<file path="src/hw/rtl/assert_macros.svh">
// Assertion macros shared by the RTL of the record ring queue.
// Depends on nothing; define ASSERT_OFF to drop every check.
`ifndef ASSERT_MACROS_SVH
`define ASSERT_MACROS_SVH

`ifndef ASSERT_OFF
`define ASSERT_PROP(lbl, clk, rst_n, prop) \
	lbl: assert property (@(posedge clk) disable iff (!rst_n) prop) \
		else $error("record ring queue: property violated");
`define ASSERT_NEVER(lbl, clk, rst_n, expr) \
	`ASSERT_PROP(lbl, clk, rst_n, !(expr))
`else
`define ASSERT_PROP(lbl, clk, rst_n, prop)
`define ASSERT_NEVER(lbl, clk, rst_n, expr)
`endif

`endif

</file>
<file path="src/hw/rtl/vrrq_pkg.sv">
// Types and constants of the variable record ring queue.
// Used by the front decoder, the command queue, the back end and the top level.
package vrrq_pkg;

	localparam int CMD_W     = 2;
	localparam int BYTE_W    = 8;
	localparam int STATUS_W  = 2;
	localparam int COUNT_W   = 10;
	localparam int LEN_W     = 7;
	localparam int HDR_BYTES = 2;
	localparam int Q_DEPTH   = 2;
	localparam int Q_AW      = $clog2(Q_DEPTH);

	typedef enum logic [CMD_W-1:0] {
		CMD_PUSH  = 2'd0,
		CMD_POP   = 2'd1,
		CMD_PEEK  = 2'd2,
		CMD_CLEAR = 2'd3
	} cmd_t;

	typedef enum logic [STATUS_W-1:0] {
		ST_OK       = 2'd0,
		ST_FULL     = 2'd1,
		ST_EMPTY    = 2'd2,
		ST_TOO_LONG = 2'd3
	} status_t;

	typedef enum logic [1:0] {
		BK_IDLE,
		BK_WRAP,
		BK_LEN,
		BK_STREAM
	} back_state_t;

	typedef struct packed {
		cmd_t              op;
		logic [BYTE_W-1:0] data;
		logic              too_long;
		logic [LEN_W-1:0]  total;
	} item_t;

endpackage

</file>
<file path="src/hw/rtl/vrrq_front.sv">
// Front decoder: classifies a command and pre-checks the length byte.
// Depends on vrrq_pkg.
module vrrq_front #(
	parameter int MAX_PAYLOAD = 62
) (
	input  logic [vrrq_pkg::CMD_W-1:0]  command,
	input  logic [vrrq_pkg::BYTE_W-1:0] data_byte,
	output vrrq_pkg::item_t             item
);
	import vrrq_pkg::*;

	always_comb begin
		item.op       = cmd_t'(command);
		item.data     = data_byte;
		item.too_long = data_byte > BYTE_W'(MAX_PAYLOAD);
		item.total    = LEN_W'(data_byte) + LEN_W'(HDR_BYTES);
	end

endmodule

</file>
<file path="config.mk">
export PLATFORM = sky130hd
export DESIGN_NAME = vrrq_front
export DESIGN_NICKNAME = d
export VERILOG_FILES = /design/src/hw/rtl/assert_macros.svh /design/src/hw/rtl/vrrq_pkg.sv /design/src/hw/rtl/vrrq_front.sv
export SDC_FILE = /design/constraint.sdc
export NUM_CORES = 1
export LEC_CHECK = 0
export ABC_AREA = 1
export BUFFER_PORTS_ARGS = -buffer_cell sky130_fd_sc_hd__buf_2
export CORE_AREA = 5 5 42 44
export DETAILED_ROUTE_END_ITERATION = 12
export DIE_AREA = 0 0 47 49
export SLEW_MARGIN = 0
export SYNTH_ARGS = -nofsm -noshare
export SYNTH_HDL_FRONTEND = slang
export SYNTH_SLANG_ARGS = --single-unit
</file>
<file path="constraint.sdc">
create_clock -name vclk -period 0.8
set_input_delay 0.08 -clock vclk [all_inputs]
set_output_delay 0.08 -clock vclk [all_outputs]
set_load 0.02 [all_outputs]
</file>
[Word-level counts from Yosys, hierarchy flattened]
Cells that the tools add are included.
Storage, ports and cells
  memories: 0
  output and inout bits: 18
  input port bits: 10
  ROM bits: 0
  memory bits (writable): 0
  bits in registers: 0
  word-level logic and storage cells: 2
  bits in latches: 0
Operators by class
  bitwise gates (word level): 0
  $add $sub $neg: 1
  shifts and indexed selects: 0
  reductions and logical operators: 0
  mux-type cells: 0
  $lt $le $gt $ge: 1
  equal/unequal tests: 0
  div/mod/pow operators: 0
  multiply operators: 0
Operators by type and width (count)
  $gt 8x6->1 const B: 1
  $add 7x2->7 const B: 1

[Depth between registers and ports, before layout]
  depth in word-level cells: 1
  depth in mapped cells: 4
  gate-level depth less buffers: 4

[Worst setup path after synthesis]
Ideal clock, no wire load.
  path type: input to output
  from: in data_byte[1] (netlist name)
  to: out item[5] (netlist name)
  path slack: 0.013 ns
  arrival: 0.707 ns
  stages: 3
  buffers on the path: 0
  required time: 0.720 ns
  cells stage by stage: ha_1 -> nand3_1 -> xnor2_1
RTL lines
  start, declared: RTL line vrrq_front.sv:7  | input logic [vrrq_pkg::BYTE_W-1:0] data_byte,
  end, declared: RTL line vrrq_front.sv:8  | output vrrq_pkg::item_t item

==> flow_summary_export.csv <==
group,metric,value,unit
status,status,"completed",
grt,antenna_found_initial,0,
synthesis,synth_top_area_share,44.6,%
timing,slew_viol_final,0,
finish,drive_above_1_share,74.4,%
timing,hold_ws,160,ps
placed_design,io_buffers,24,
timing,fmax,1320,MHz
critical_path,crit_required,720,ps
placed_design,placedCellCount,59,
placed_design,placed_cell_area,250,µm²
route,drc,0,
synthesis,yosysMostFrequentCell,"buf_4",
grt,busiest_layer,"met2",
floorplan,start_util,13.2,%
synthesis,ys.warnings.count,0,
power,ir_drop,0.123,mV
finish,clkbuf_count,0,
floorplan,ios,28,
finish,regArea,0,µm²
grt,gr-usage-met3,0,%
critical_path,cp_cell_sequence,"buf_6, ha_4, nand3_2, xnor2_1, buf_4",
finish,layoutNonFillerInstCount,59,
timing,finalCritPeriodShare,94.5,%
route,first_iter_violations,2,
synthesis,ys_top_cells_by_count,"buf_4, nand2_1, nand3_1, inv_1, xnor2_1",
worst_hold_path,min_from,"command[0]",
route,vias_per_cell,3.68,
grt,grt_first_pass_wirelength,752,µm
power,p_leak,0.000168,µW
finish,area_growth,77.7,%
power,p_int,94.1,µW
floorplan,die_h,49,µm
timing,final.min_clock_period,756,ps
synthesis,ys_top_cells_by_area,"buf_4, nand3_1, xnor2_1",
finish,num_antenna_cells,0,
power,powerDensity,694,mW/mm²
grt,grt_usage,4.07,%
timing,maxSlewHeadroom,90.5,%
timing,hold_viol,0,
grt,grt_use_met1,4.35,%
critical_path,path_max_fanout,4,
worst_hold_path,holdPathStages,0,
grt,gr-total-overflow,0,
critical_path,crit_path_end_kind,"primary output",
placed_design,place_congestion,0.567,
power,power.total,228,µW
route,wl_per_cell,8.83,µm
worst_hold_path,hold_end,"item[16]",
synthesis,ys_types,10,
floorplan,rows,14,
timing,finalSetupViolations,0,
finish,multi_input_area,134,µm²
floorplan,core-area,0.00140,mm²
critical_path,crit_type,"input port to primary output",
finish,nets,56,
synthesis,synth_area_leader_cell,"buf_4",
route,drt-total-wl,521,µm
power,clkPwrFrac,0,%
power,p_comb_share,100.0,%
clock_network,post-cts-setup-buffer-count,0,
critical_path,critPathArrivalTime,680,ps
grt,use_met2,8.60,%
clock_network,cts_hold_buf,0,
route,ant_nets,0,
finish,fill_cells,171,
finish,fin_util,23.5,%
synthesis,syn_nets,40,
synthesis,avgSynthCellArea,6.39,µm²
power,seqPwrFrac,0,%
grt,grt_pass1_vias,192,
synthesis,netlist_area,185,µm²
power,swShare,58.8,%
synthesis,yosysSeqAreaShare,0,%
job,maxCapViolCount,0,
timing,tightest_slew,143,ps
floorplan,dieArea,0.00230,mm²
critical_path,start_kind,"input port",
power,switchingPower,134,µW
finish,design.seq.count,0,
synthesis,synthCells,29,
critical_path,cp_slowest_cell,"ha_4",
grt,grt_max_degree,6,
route,num_vias,217,
worst_hold_path,hp-class,"input port to primary output",
finish,fin_area,329,µm²
critical_path,max_stage_delay,160,ps
route,first_pass_iters,3,
floorplan,die_w,47,µm
==> kinds of logic (layout without fill, tap and decap cells) <==
group	after synthesis	in the layout	synth area share (%)
simple gates	10	10	24.3
compound gates	1	1	4.06
buf+inv	14	28	50.7
fa+ha+maj	1	1	6.76
xor+xnor	3	3	14.2
==> worst max-delay path, delay by kind of cell <==
family	cells	cell delay, ps
buffers and inverters	2	270
adders and majority gates	1	160
xor gates and xnor gates	1	110
and+or+nand+nor	1	60
==> cell usage in the layout (no fill, tap or decap), types with 2 or more instances in the layout <==
cell type and count:
buf_2 18, buf_4 3, buf_6 3, inv_1 2, nand2_1 3, nand3_2 2, xnor2_1 2
==> stage by stage <==
stage,TNS [ps],setup slack (ps)
2_1_floorplan,0,12.9
3_3_place_gp,-143,-67.2
3_5_place_dp,-205,-92.2
4_1_cts,0,8.42
5_1_grt,-1.81,-1.07
6_report,0,44.2
==> worst max path at each step <==
stage | from | end | cells after the start
final | data_byte[2] | item[5] | 5
after global routing | data_byte[3] | item[7] | 6
after CTS | data_byte[2] | item[5] | 5
after detailed placement | data_byte[1] | item[5] | 5
after global placement | data_byte[1] | item[5] | 5
after floorplan | data_byte[1] | item[5] | 3
==> area by class of cell <==
type | instances | share of cell area [%]
Tap cell | 16 | 6.08
Timing Repair Buffer | 25 | 49.0
Multi-Input combinational cell | 15 | 40.7
Inverter | 3 | 4.18
==> power groups by stage <==
stage | sequential [µW] | combinational (µW) | clock [µW]
2_1_floorplan | 0 | 153 | 0
3_3_place_gp | 0 | 189 | 0
3_5_place_dp | 0 | 192 | 0
4_1_cts | 0 | 221 | 0
5_1_grt | 0 | 247 | 0
6_report | 0 | 228 | 0
==> layer usage <==
metal	part of all wire, %	wire [µm]	vias up
met1	30	155	97
li1	-	-	107
met2	55	285	13
met4	0	0	0
met5	0	0	-
met3	16	81	0
==> repair_timing <==
action | in CTS | in global routing
hold endpoints to repair | 0 | 0
gates resized for setup | 14 | 7
pin swaps | 5 | 5
setup endpoints to repair | 5 | 3
(Power assumes the default switching activity.)
