`src/hw/rtl/assert_macros.svh`:
```
// Assertion macros shared by the RTL of the record ring queue.
// Depends on nothing; define ASSERT_OFF to drop every check.
`ifndef ASSERT_MACROS_SVH
`define ASSERT_MACROS_SVH

`ifndef ASSERT_OFF
`define ASSERT_PROP(lbl, clk, rst_n, prop) \
	lbl: assert property (@(posedge clk) disable iff (!rst_n) prop) \
		else $error("record ring queue: property violated");
`define ASSERT_NEVER(lbl, clk, rst_n, expr) \
	`ASSERT_PROP(lbl, clk, rst_n, !(expr))
`else
`define ASSERT_PROP(lbl, clk, rst_n, prop)
`define ASSERT_NEVER(lbl, clk, rst_n, expr)
`endif

`endif

```
`src/hw/rtl/vrrq_pkg.sv`:
```
// Types and constants of the variable record ring queue.
// Used by the front decoder, the command queue, the back end and the top level.
package vrrq_pkg;

	localparam int CMD_W     = 2;
	localparam int BYTE_W    = 8;
	localparam int STATUS_W  = 2;
	localparam int COUNT_W   = 10;
	localparam int LEN_W     = 7;
	localparam int HDR_BYTES = 2;
	localparam int Q_DEPTH   = 2;
	localparam int Q_AW      = $clog2(Q_DEPTH);

	typedef enum logic [CMD_W-1:0] {
		CMD_PUSH  = 2'd0,
		CMD_POP   = 2'd1,
		CMD_PEEK  = 2'd2,
		CMD_CLEAR = 2'd3
	} cmd_t;

	typedef enum logic [STATUS_W-1:0] {
		ST_OK       = 2'd0,
		ST_FULL     = 2'd1,
		ST_EMPTY    = 2'd2,
		ST_TOO_LONG = 2'd3
	} status_t;

	typedef enum logic [1:0] {
		BK_IDLE,
		BK_WRAP,
		BK_LEN,
		BK_STREAM
	} back_state_t;

	typedef struct packed {
		cmd_t              op;
		logic [BYTE_W-1:0] data;
		logic              too_long;
		logic [LEN_W-1:0]  total;
	} item_t;

endpackage

```
`src/hw/rtl/vrrq_queue.sv`:
```
// Short command queue between the front decoder and the back end.
// Depends on vrrq_pkg.
module vrrq_queue (
	input  logic            clk,
	input  logic            arst_n,
	input  logic            push,
	input  vrrq_pkg::item_t din,
	input  logic            pop,
	output vrrq_pkg::item_t dout,
	output logic            full,
	output logic            empty
);
	import vrrq_pkg::*;

	item_t             ent_q [Q_DEPTH];
	logic [Q_AW-1:0]   wr_q;
	logic [Q_AW-1:0]   rd_q;
	logic [Q_AW:0]     cnt_q;

	assign full  = cnt_q == (Q_AW+1)'(Q_DEPTH);
	assign empty = cnt_q == '0;
	assign dout  = ent_q[rd_q];

	always_ff @(posedge clk or negedge arst_n) begin
		if (!arst_n) begin
			wr_q  <= '0;
			rd_q  <= '0;
			cnt_q <= '0;
		end else begin
			if (push) begin
				wr_q <= wr_q + 1'b1;
			end
			if (pop) begin
				rd_q <= rd_q + 1'b1;
			end
			cnt_q <= cnt_q + (Q_AW+1)'(push) - (Q_AW+1)'(pop);
		end
	end

	always_ff @(posedge clk) begin
		if (push) begin
			ent_q[wr_q] <= din;
		end
	end

endmodule

```
`config.mk`:
```
export PLATFORM = sky130hd
export DESIGN_NAME = vrrq_queue
export DESIGN_NICKNAME = d
export VERILOG_FILES = /design/src/hw/rtl/assert_macros.svh /design/src/hw/rtl/vrrq_pkg.sv /design/src/hw/rtl/vrrq_queue.sv
export SDC_FILE = /design/constraint.sdc
export NUM_CORES = 1
export LEC_CHECK = 0
export BUFFER_PORTS_ARGS = -buffer_cell sky130_fd_sc_hd__buf_4
export CAP_MARGIN = 5
export CORE_MARGIN = 2
export CORE_UTILIZATION = 54
export CTS_CLUSTER_SIZE = 25
export DETAILED_ROUTE_END_ITERATION = 12
export GPL_ROUTABILITY_DRIVEN = 0
export HOLD_SLACK_MARGIN = 0.02
export MAX_ROUTING_LAYER = met4
export PLACE_DENSITY_LB_ADDON = 0.05
export SETUP_SLACK_MARGIN = 0.1
export SLEW_MARGIN = 20
export SYNTH_ARGS = -nofsm -noshare
export SYNTH_HDL_FRONTEND = slang
export SYNTH_SLANG_ARGS = --single-unit
```
`constraint.sdc`:
```
create_clock -name clk -period 4.8 [get_ports clk]
set_input_delay 0.72 -clock clk [delete_from_list [all_inputs] [get_ports clk]]
set_output_delay 0.72 -clock clk [all_outputs]
set_load 0.05 [all_outputs]
```
-- Word-level counts from Yosys, hierarchy flattened
Memories as Yosys holds them, arrays and structs flattened.
Index checks and enable logic that the tools add are counted.
- register bits: 4
- bits in latches: 0
- RAM bits: 36
- memory bits (read-only): 0
- input port bits: 22
- output and inout port bits: 20
- logic and storage cells: 12
- memories: 1
- add/subtract/negate cells: 4
- $mul: 0
- divide/modulo/power cells: 0
- magnitude comparators: 0
- equality and inequality tests: 1
- shift-type cells: 0
- multiplexer cells: 2
- bitwise gates (word level): 0
- reduce and logical (&&, ||, !) cells: 1
- memories (memory ; depth ; width ; rd ports ; clocked after Yosys merged registers in ; write ports ; RTL line ; RTL):
    ent_q ; 2 ; 18 ; 1 ; 0 ; 1 ; vrrq_queue.sv:15 ; item_t ent_q [Q_DEPTH];
- operator list (operator ; number):
    $add A1 B1 Y1 const B ; 2
    $add A2 B1 Y2 ; 1
    $eq A2 B2 Y1 const B ; 1
    $logic_not A2 Y1 ; 1
    $mux W1 ; 2
    $sub A2 B1 Y2 ; 1

-- Longest topological paths before layout
Gate-level depths: netlist of run 1.
- depth in word-level cells: 2
- mapped depth: 5
- mapped depth without buffers: 5

-- Worst setup path before layout of run 1
OpenSTA, ideal clock, no wires.
- kind: input -> register
- start: input push
- end: memory ent_q[0][0] (netlist bit), enable pin
- library setup time: 0.395 ns
- arrival: 1.570 ns
- required time: 4.405 ns
- slack: 2.836 ns
- stages on the path: 1
- path buffers: 0
- cells stage by stage: nor2b_1
- longest elaborated chain between the ends: 2
- RTL lines (item ; RTL line ; RTL):
    start, declared ; vrrq_queue.sv:6 ; input logic push,
    $mux W1 ; vrrq_queue.sv:41 ; if (push) begin
    $mux W1 (implied by the code) ; vrrq_queue.sv:42 ; ent_q[wr_q] <= din;
    end, declared ; vrrq_queue.sv:15 ;
Every way passes these cells.

==> results.md, run 1 <==
- After clock tree synthesis, the clock-pin slew on the worst setup and hold paths is 0.11 ns.
- The clock drives 40 sinks.
- The count of routing violations after the opening detailed-route iteration is 32.
- The largest voltage drop on the vdd net is 590 uV.
- Entering global routing, the biggest net connects 20 pins.
- Total power for the finished layout comes to 1.26 mW.
- The type of the worst setup path is flop to output port.
- The detail route stage leaves a number of antenna-violating nets equal to 0.
- The floorplan has 19 rows.
- Global routing finished with a remaining overflow of 0.
- The critical path starts at rd_q.
- The overall routing resource usage is 15.7%.
- The number of filler instances in the final layout is 181.
- The slowest cell on the critical path is sky130_fd_sc_hd__dfrtp_1.
- The max capacitance violation total is 0.
- The accumulated negative setup slack is 0 ns.
- The arrival time at the worst endpoint is 1.94 ns.
- The number of nets in the synthesized netlist is 95.
- For this run, the register share of the synthesized area comes to 76.4%.
- Setup violations remaining at the end of the flow were counted as 0.
- The portion of the clock cycle consumed by the worst path in the final layout is 55.4%.
- In this run the tightest slew margin relative to its limit is 34.9%.
- The CTS tree is yes.
- Power spread over the standard cell area amounts to 658 mW/mm^2.
- After detailed routing, the number of vias per cell comes to 5.19.
- The floorplan step defined a core boundary enclosing 0.00273 sq mm.
- The depth of the worst register-to-register path is 1.
- The number of antenna diodes is 0.
- The cell count after synthesis came out at 71.
- The number of hold buffers added after CTS was 0.
- Along the worst path, the maximum fanout reaches 19.
- Detailed placement ended at an HPWL of 1470 microns.
- For this run, the detailed router's first-pass iteration total came to 3.
- The effective utilization at floorplan is 56.5%.
- The endpoint identified for the worst register-to-register timing path is ent_q[0][2].
- STA classifies the critical path startpoint as a flop.
- Cells with a size suffix above 1 make up 55.9% of the layout.
- By area the synthesized netlist is led by sky130_fd_sc_hd__edfxtp_1, sky130_fd_sc_hd__mux2_4, sky130_fd_sc_hd__mux2_2.
- The post-CTS setup buffer count is 0.
- Summing over every cut layer, the via total after detailed routing is 774.
- The number of buffers created by CTS is 5.
- The H-tree was split into 2 levels.
- The startpoint identified for the worst register-to-register timing path is wr_q.
- For the pin with the worst max-slew slack, the measured transition is 0.973 ns.
- The kind of cell with the highest combined delay on the critical path is flip-flops.
- The net count of the finished layout is 141.
- Static timing analysis puts the maximum clock frequency at 376 MHz.
- The detailed-route DRC error count is 0.
- The stage delay of the slowest cell on the critical path is 0.99 ns.
- The die outline height is 57.5 microns.
- The worst hold slack is 0.150 ns.
- The multi-input gate area in the final layout is 328 sq um.
- The cell taking the most area after synthesis is sky130_fd_sc_hd__edfxtp_1.
- The number of distinct library cells after synthesis is 13.
- The post-layout worst setup margin is 2.14 ns.
- The final layout contains routed wiring with a total length of 2290 microns.
- The category of the worst setup path capture point is an output port.
- The cell area that synthesis handed to floorplanning was 0.00155 sq mm.
- The initial antenna violation count is 0.
- From synthesis to final layout, the design area changed by 23.8%.
- The horizontal die dimension is 57.5 microns.
- The required time at the worst-slack endpoint is 4.08 ns.
- The total of buffers placed on input and output ports is 41.
- In this run the count of I/O pins placed on the die edge is 42.
- Once layout is complete, the utilization of the core stands at 70.0%.
- The number of warning messages in the yosys log is 0.
- Dividing the detail-routed wire length by the instance count gives 15.4 microns.
- The global-route wire length before repair is 3520 microns.
- After layout, the minimum clock period comes to 2.66 ns.
- Summing all flip-flop and latch instances after layout gives 0.00118 sq mm.
- The quantity of gates resized following cts is 0.
- The number of global-route vias before repair is 812.
- The top cell type's share of synthesized area is 70.0%.
- The final max-slew violation count is 0.
- The clock passes through at most 2 buffers.
- The total die area is 0.00331 sq mm.
- The run finished with clean final reports.
- The kind of path behind the tightest hold check is input port to asynchronous set/reset pin.
- The worst-case register-to-register setup slack is 3.23 ns.
- The synthesis-stage register bit count is 40.
- The signal on the critical path passes through mux2_2, buf_4.
- The number of gates on the worst path with buffers counted is 2.
- The root buffer cell is sky130_fd_sc_hd__clkbuf_4.
- OpenSTA, run right after detailed placement, puts the worst setup slack at 2.48 ns.
- The worst path buffer plus inverter count is 1.
- The latest clock arrival within the worst-skew pair is 0.34 ns.
- The largest clock skew in the final design is 0.00680 ns.
- In this run the static leakage power is 0.781 nW.
- Following the worst setup path forward leads to its endpoint at dout[7].
- The average footprint of a synthesized cell is 21.8 sq um.
- Setup repair after global routing left no endpoint under its margin.
- The hold violation total from the final report is 0.
cells in the final DEF (no fill, tap or decap), types with 2 or more instances in the layout:
| cell | Yosys | final |
|---|---|---|
| sky130_fd_sc_hd__mux2_4 | 9 | 9 |
| sky130_fd_sc_hd__dfrtp_1 | 4 | 4 |
| sky130_fd_sc_hd__clkbuf_1 | 0 | 2 |
| sky130_fd_sc_hd__mux2_2 | 9 | 9 |
| sky130_fd_sc_hd__clkbuf_4 | 0 | 5 |
| sky130_fd_sc_hd__inv_1 | 2 | 2 |
| sky130_fd_sc_hd__ha_1 | 2 | 2 |
| sky130_fd_sc_hd__buf_4 | 0 | 41 |
| sky130_fd_sc_hd__edfxtp_1 | 36 | 36 |
| sky130_fd_sc_hd__xor2_1 | 2 | 2 |
cell usage after synthesis, drive strengths merged:
cell / n
xor3: 1
edfxtp: 36
ha: 2
buf: 2
dfrtp: 4
nor2b: 2
nor2: 1
and2: 1
xor2: 2
mux2: 18
inv: 2
layout make-up:
| type | count | area share (%) |
|---|---|---|
| well taps | 31 | 2.03 |
| multi-input cells | 27 | 17.1 |
| inverters | 2 | 0.392 |
| clock inverters | 1 | 0.262 |
| flip-flops and latches | 40 | 61.7 |
| repair buffers | 41 | 16.1 |
| clock buffers | 7 | 2.35 |
per-stage QoR:
step,cells,instance area (sq um)
2_1_floorplan,71,1550
6_report,149,1910
4_1_cts,149,1910
3_3_place_gp,141,1860
3_5_place_dp,141,1860
5_1_grt,149,1910
power by group:
group	switching (mW)	internal (mW)
clock	0.102	0.0571
combinational	0.351	0.221
sequential	0.0615	0.467
cell families after synthesis:
group | synth area share, %
DFF | 76.4
muxes | 15.3
buffers and inverters | 2.51
and+or+nand+nor | 1.46
xor gates and xnor gates | 2.67
adders and majority gates | 1.62
flip-flops by register name, indices dropped and copies added (netlist names):
signal  flops
cnt_q       2
rd_q        1
wr_q        1
ent_q      36
per-layer routing:
metal,global-route usage [%],routed length (microns)
met4,12.0,60
met5,-,0
met2,24.4,1140
met3,4.99,142
met1,16.6,942
worst min path at each step:
| stage | from | to | slack [ns] | cells past startpoint |
|---|---|---|---|---|
| 3_5_place_dp | wr_q | wr_q | 0.50 | 1 |
| 6_report | arst_n | wr_q | 0.15 | 1 |
| 3_3_place_gp | wr_q | wr_q | 0.49 | 1 |
| 2_1_floorplan | arst_n | cnt_q[0] | 0.42 | 0 |
| 5_1_grt | arst_n | cnt_q[1] | 0.13 | 1 |
| 4_1_cts | arst_n | wr_q | 0.14 | 1 |
(Power assumes the default switching activity.)
==> run 2, diff against run 1 <==
Settings changed: CORE_UTILIZATION 54 to 50.
Clock period 4.8 ns to 2.5 ns, I/O delays scaled along.
==> results.md, run 2 (synthesis results as in run 1) <==
- The maximum clock insertion buffer count is 2.
- The total of buffers placed on input and output ports is 41.
- The largest registers in the layout are ent_q x36, cnt_q x2.
- The largest clock skew in the final design is 0.00806 ns.
- The aggregate global routing overflow is 0.
- The register with the most flip-flops in the layout has 36 of them.
- The accumulated negative setup slack is 0 ns.
- In this run the standard cell core region covers 0.00300 sq mm.
- Using the TritonRoute via totals, the vias-per-cell ratio works out to 4.82.
- The global routing stage identified its most utilized layer as met2.
- The fraction of layout cells with a size suffix above 1 is 57.4%.
- The clock net in this run drives a total of 40 sinks.
- The detailed router placed 747 vias in this run.
- The hold-fix buffer count after cts is 1.
- The final number of setup-violating endpoints is 0.
- In the global route stage, met1 resource usage came out at 15.5%.
- The power density normalized to cell area is 1280 mW/mm^2.
- The maximum clock frequency is 552 MHz.
- Entering global routing, the biggest net connects 19 pins.
- The required time at the worst-slack endpoint is 2.12 ns.
- The kind of path behind the tightest hold check is input port to flop.
- The worst path in the final design needs a cycle of 1.81 ns, including I/O delays and setup.
- The arrival time at the worst endpoint is 1.44 ns.
- The count of routing violations after the opening detailed-route iteration is 28.
- The initial antenna violation count is 0.
- The hold violation total from the final report is 0.
- The final layout contains routed wiring with a total length of 2180 microns.
- The final max-slew violation count came to 0.
- The max capacitance violation total is 0.
- The CTS tree is yes.
- Clock-pin slew was measured on the worst setup and hold paths at 0.12 ns.
- The number of global-route vias before repair is 730.
- The largest register by flop count is ent_q.
- The number of antenna diodes is 0.
- The type of the worst setup path is flop to output port.
- Once detail routing completed, the nets flagged for antenna violations numbered 0.
- The highest fanout seen on the critical path is 11.
- The horizontal die dimension is 59.6 microns.
- The root buffer cell is sky130_fd_sc_hd__clkbuf_4.
- The met2 track utilization from global routing is 23.1%.
- For this run, the share of the core covered by cells in the final layout is 65.8%.
- Global routing used 5.90% of the available met3 tracks.
- After clock tree synthesis, the repair step resized 0 gates.
- Counting the buffers created by CTS gives 5.
- The post-CTS setup buffer count is 0.
- The library cell used most frequently in the layout, excluding fill and tap cells, is sky130_fd_sc_hd__buf_4.
- At the pin with the least slew margin, the transition time is 0.824 ns.
- In this run the static leakage power is 0.812 nW.
- The category of the worst setup path launch point is a flop.
- The floorplan row count is 20.
- The count of boundary I/O pins is 42.
- The global-route wire length before repair is 3370 microns.
- In the layout the commonest cells are sky130_fd_sc_hd__buf_4, sky130_fd_sc_hd__edfxtp_1, sky130_fd_sc_hd__mux2_4, sky130_fd_sc_hd__mux2_2, sky130_fd_sc_hd__clkbuf_4.
- The worst setup path is captured at an output port.
- The layout-stage area growth over the synthesis result is 27.8%.
- The initial utilization of the core area, before any placement, comes to 51.5%.
- The first detailed-routing pass ran for 4 iterations.
- The detailed-route DRC error count is 0.
- Setup repair after global routing left no endpoint under its margin.
- The H-tree was split into 2 levels.
- The net count of the finished layout is 145.
- Measured along the y axis, the die boundary spans 59.6 microns.
- In the final routed layout, each cell accounts on average for 14.0 microns.
- The flow ran to the end, and the final reports show no timing, DRC or antenna violations.
- The portion of the clock cycle consumed by the worst path in the final layout is 72.5%.
- Across every metal layer, demand over resource in global routing totals 14.4%.
- The later pin in the worst-skew pair is clocked with a latency of 0.33 ns.
- The worst pin sits at a relative slew slack of 45.1%.
- The worst-case IR drop observed on VDD is 842 uV.
- The floorplan step defined a die boundary enclosing 0.00355 sq mm.
==> run 2: cell types whose count changed in the layout (fill, tap and decap cells not counted), sizes merged <==
cell / previous run / this run
buf: 41 / 44
bufinv: 0 / 1
clkbuf: 7 / 6
dlygate4sd3: 0 / 1
==> run 2: path summary, 6_finish.rpt <==
check                            start            to  slack (ns)  cells after the start
worst min register to register    wr_q          wr_q        0.53                      1
max in group asynchronous       arst_n          wr_q        2.03                      2
worst max-delay path              rd_q      dout[13]        0.69                      3
worst max register to register    wr_q  ent_q[1][13]        1.02                      1
min in group asynchronous       arst_n          rd_q        0.37                      2
worst min-delay path            din[3]   ent_q[1][3]        0.22                      1
==> run 2: metal layers <==
| metal | wire, microns | vias to the layer above | part of all wire [%] |
|---|---|---|---|
| met3 | 126 | 5 | 5.8 |
| met5 | 0 | - | 0 |
| met1 | 877 | 345 | 40 |
| met4 | 46 | 0 | 2.1 |
| li1 | - | 367 | - |
| met2 | 1130 | 30 | 52 |
==> run 2: report_power, final <==
group / total (mW) / switching (mW) / internal, mW
logic: 1.18 / 0.741 / 0.444
clock network: 0.404 / 0.194 / 0.210
registers: 0.946 / 0.0490 / 0.897
total: 2.53 / 0.984 / 1.55
==> run 2: stage by stage <==
stage / setup slack [ns] / hold WS [ns] / total power, mW / std cells / instance area, sq um
floorplan: 0.879 / 0.0794 / 1.88 / 71 / 1550
global placement: 0.943 / 0.175 / 2.15 / 146 / 1890
detailed placement: 0.915 / 0.177 / 2.17 / 146 / 1890
CTS: 0.658 / 0.197 / 2.57 / 155 / 1970
global route: 0.583 / 0.186 / 2.65 / 155 / 1970
finish: 0.688 / 0.215 / 2.53 / 155 / 1970
==> run 2: worst max-delay path, stage by stage, from the launching register on <==
cell                      delay [ns]
sky130_fd_sc_hd__dfrtp_1        0.36
sky130_fd_sc_hd__buf_4          0.20
sky130_fd_sc_hd__mux2_2         0.36
sky130_fd_sc_hd__buf_4          0.19
==> run 2: layout make-up <==
cell class,instances,area (sq um)
Clock inverter,2,35.0
Fill cell,216,1030
Tap cell,33,41.3
Timing Repair Buffer,45,340
Inverter,2,7.51
Clock buffer,6,41.3
Multi-Input combinational cell,27,328
Sequential cell,40,1180
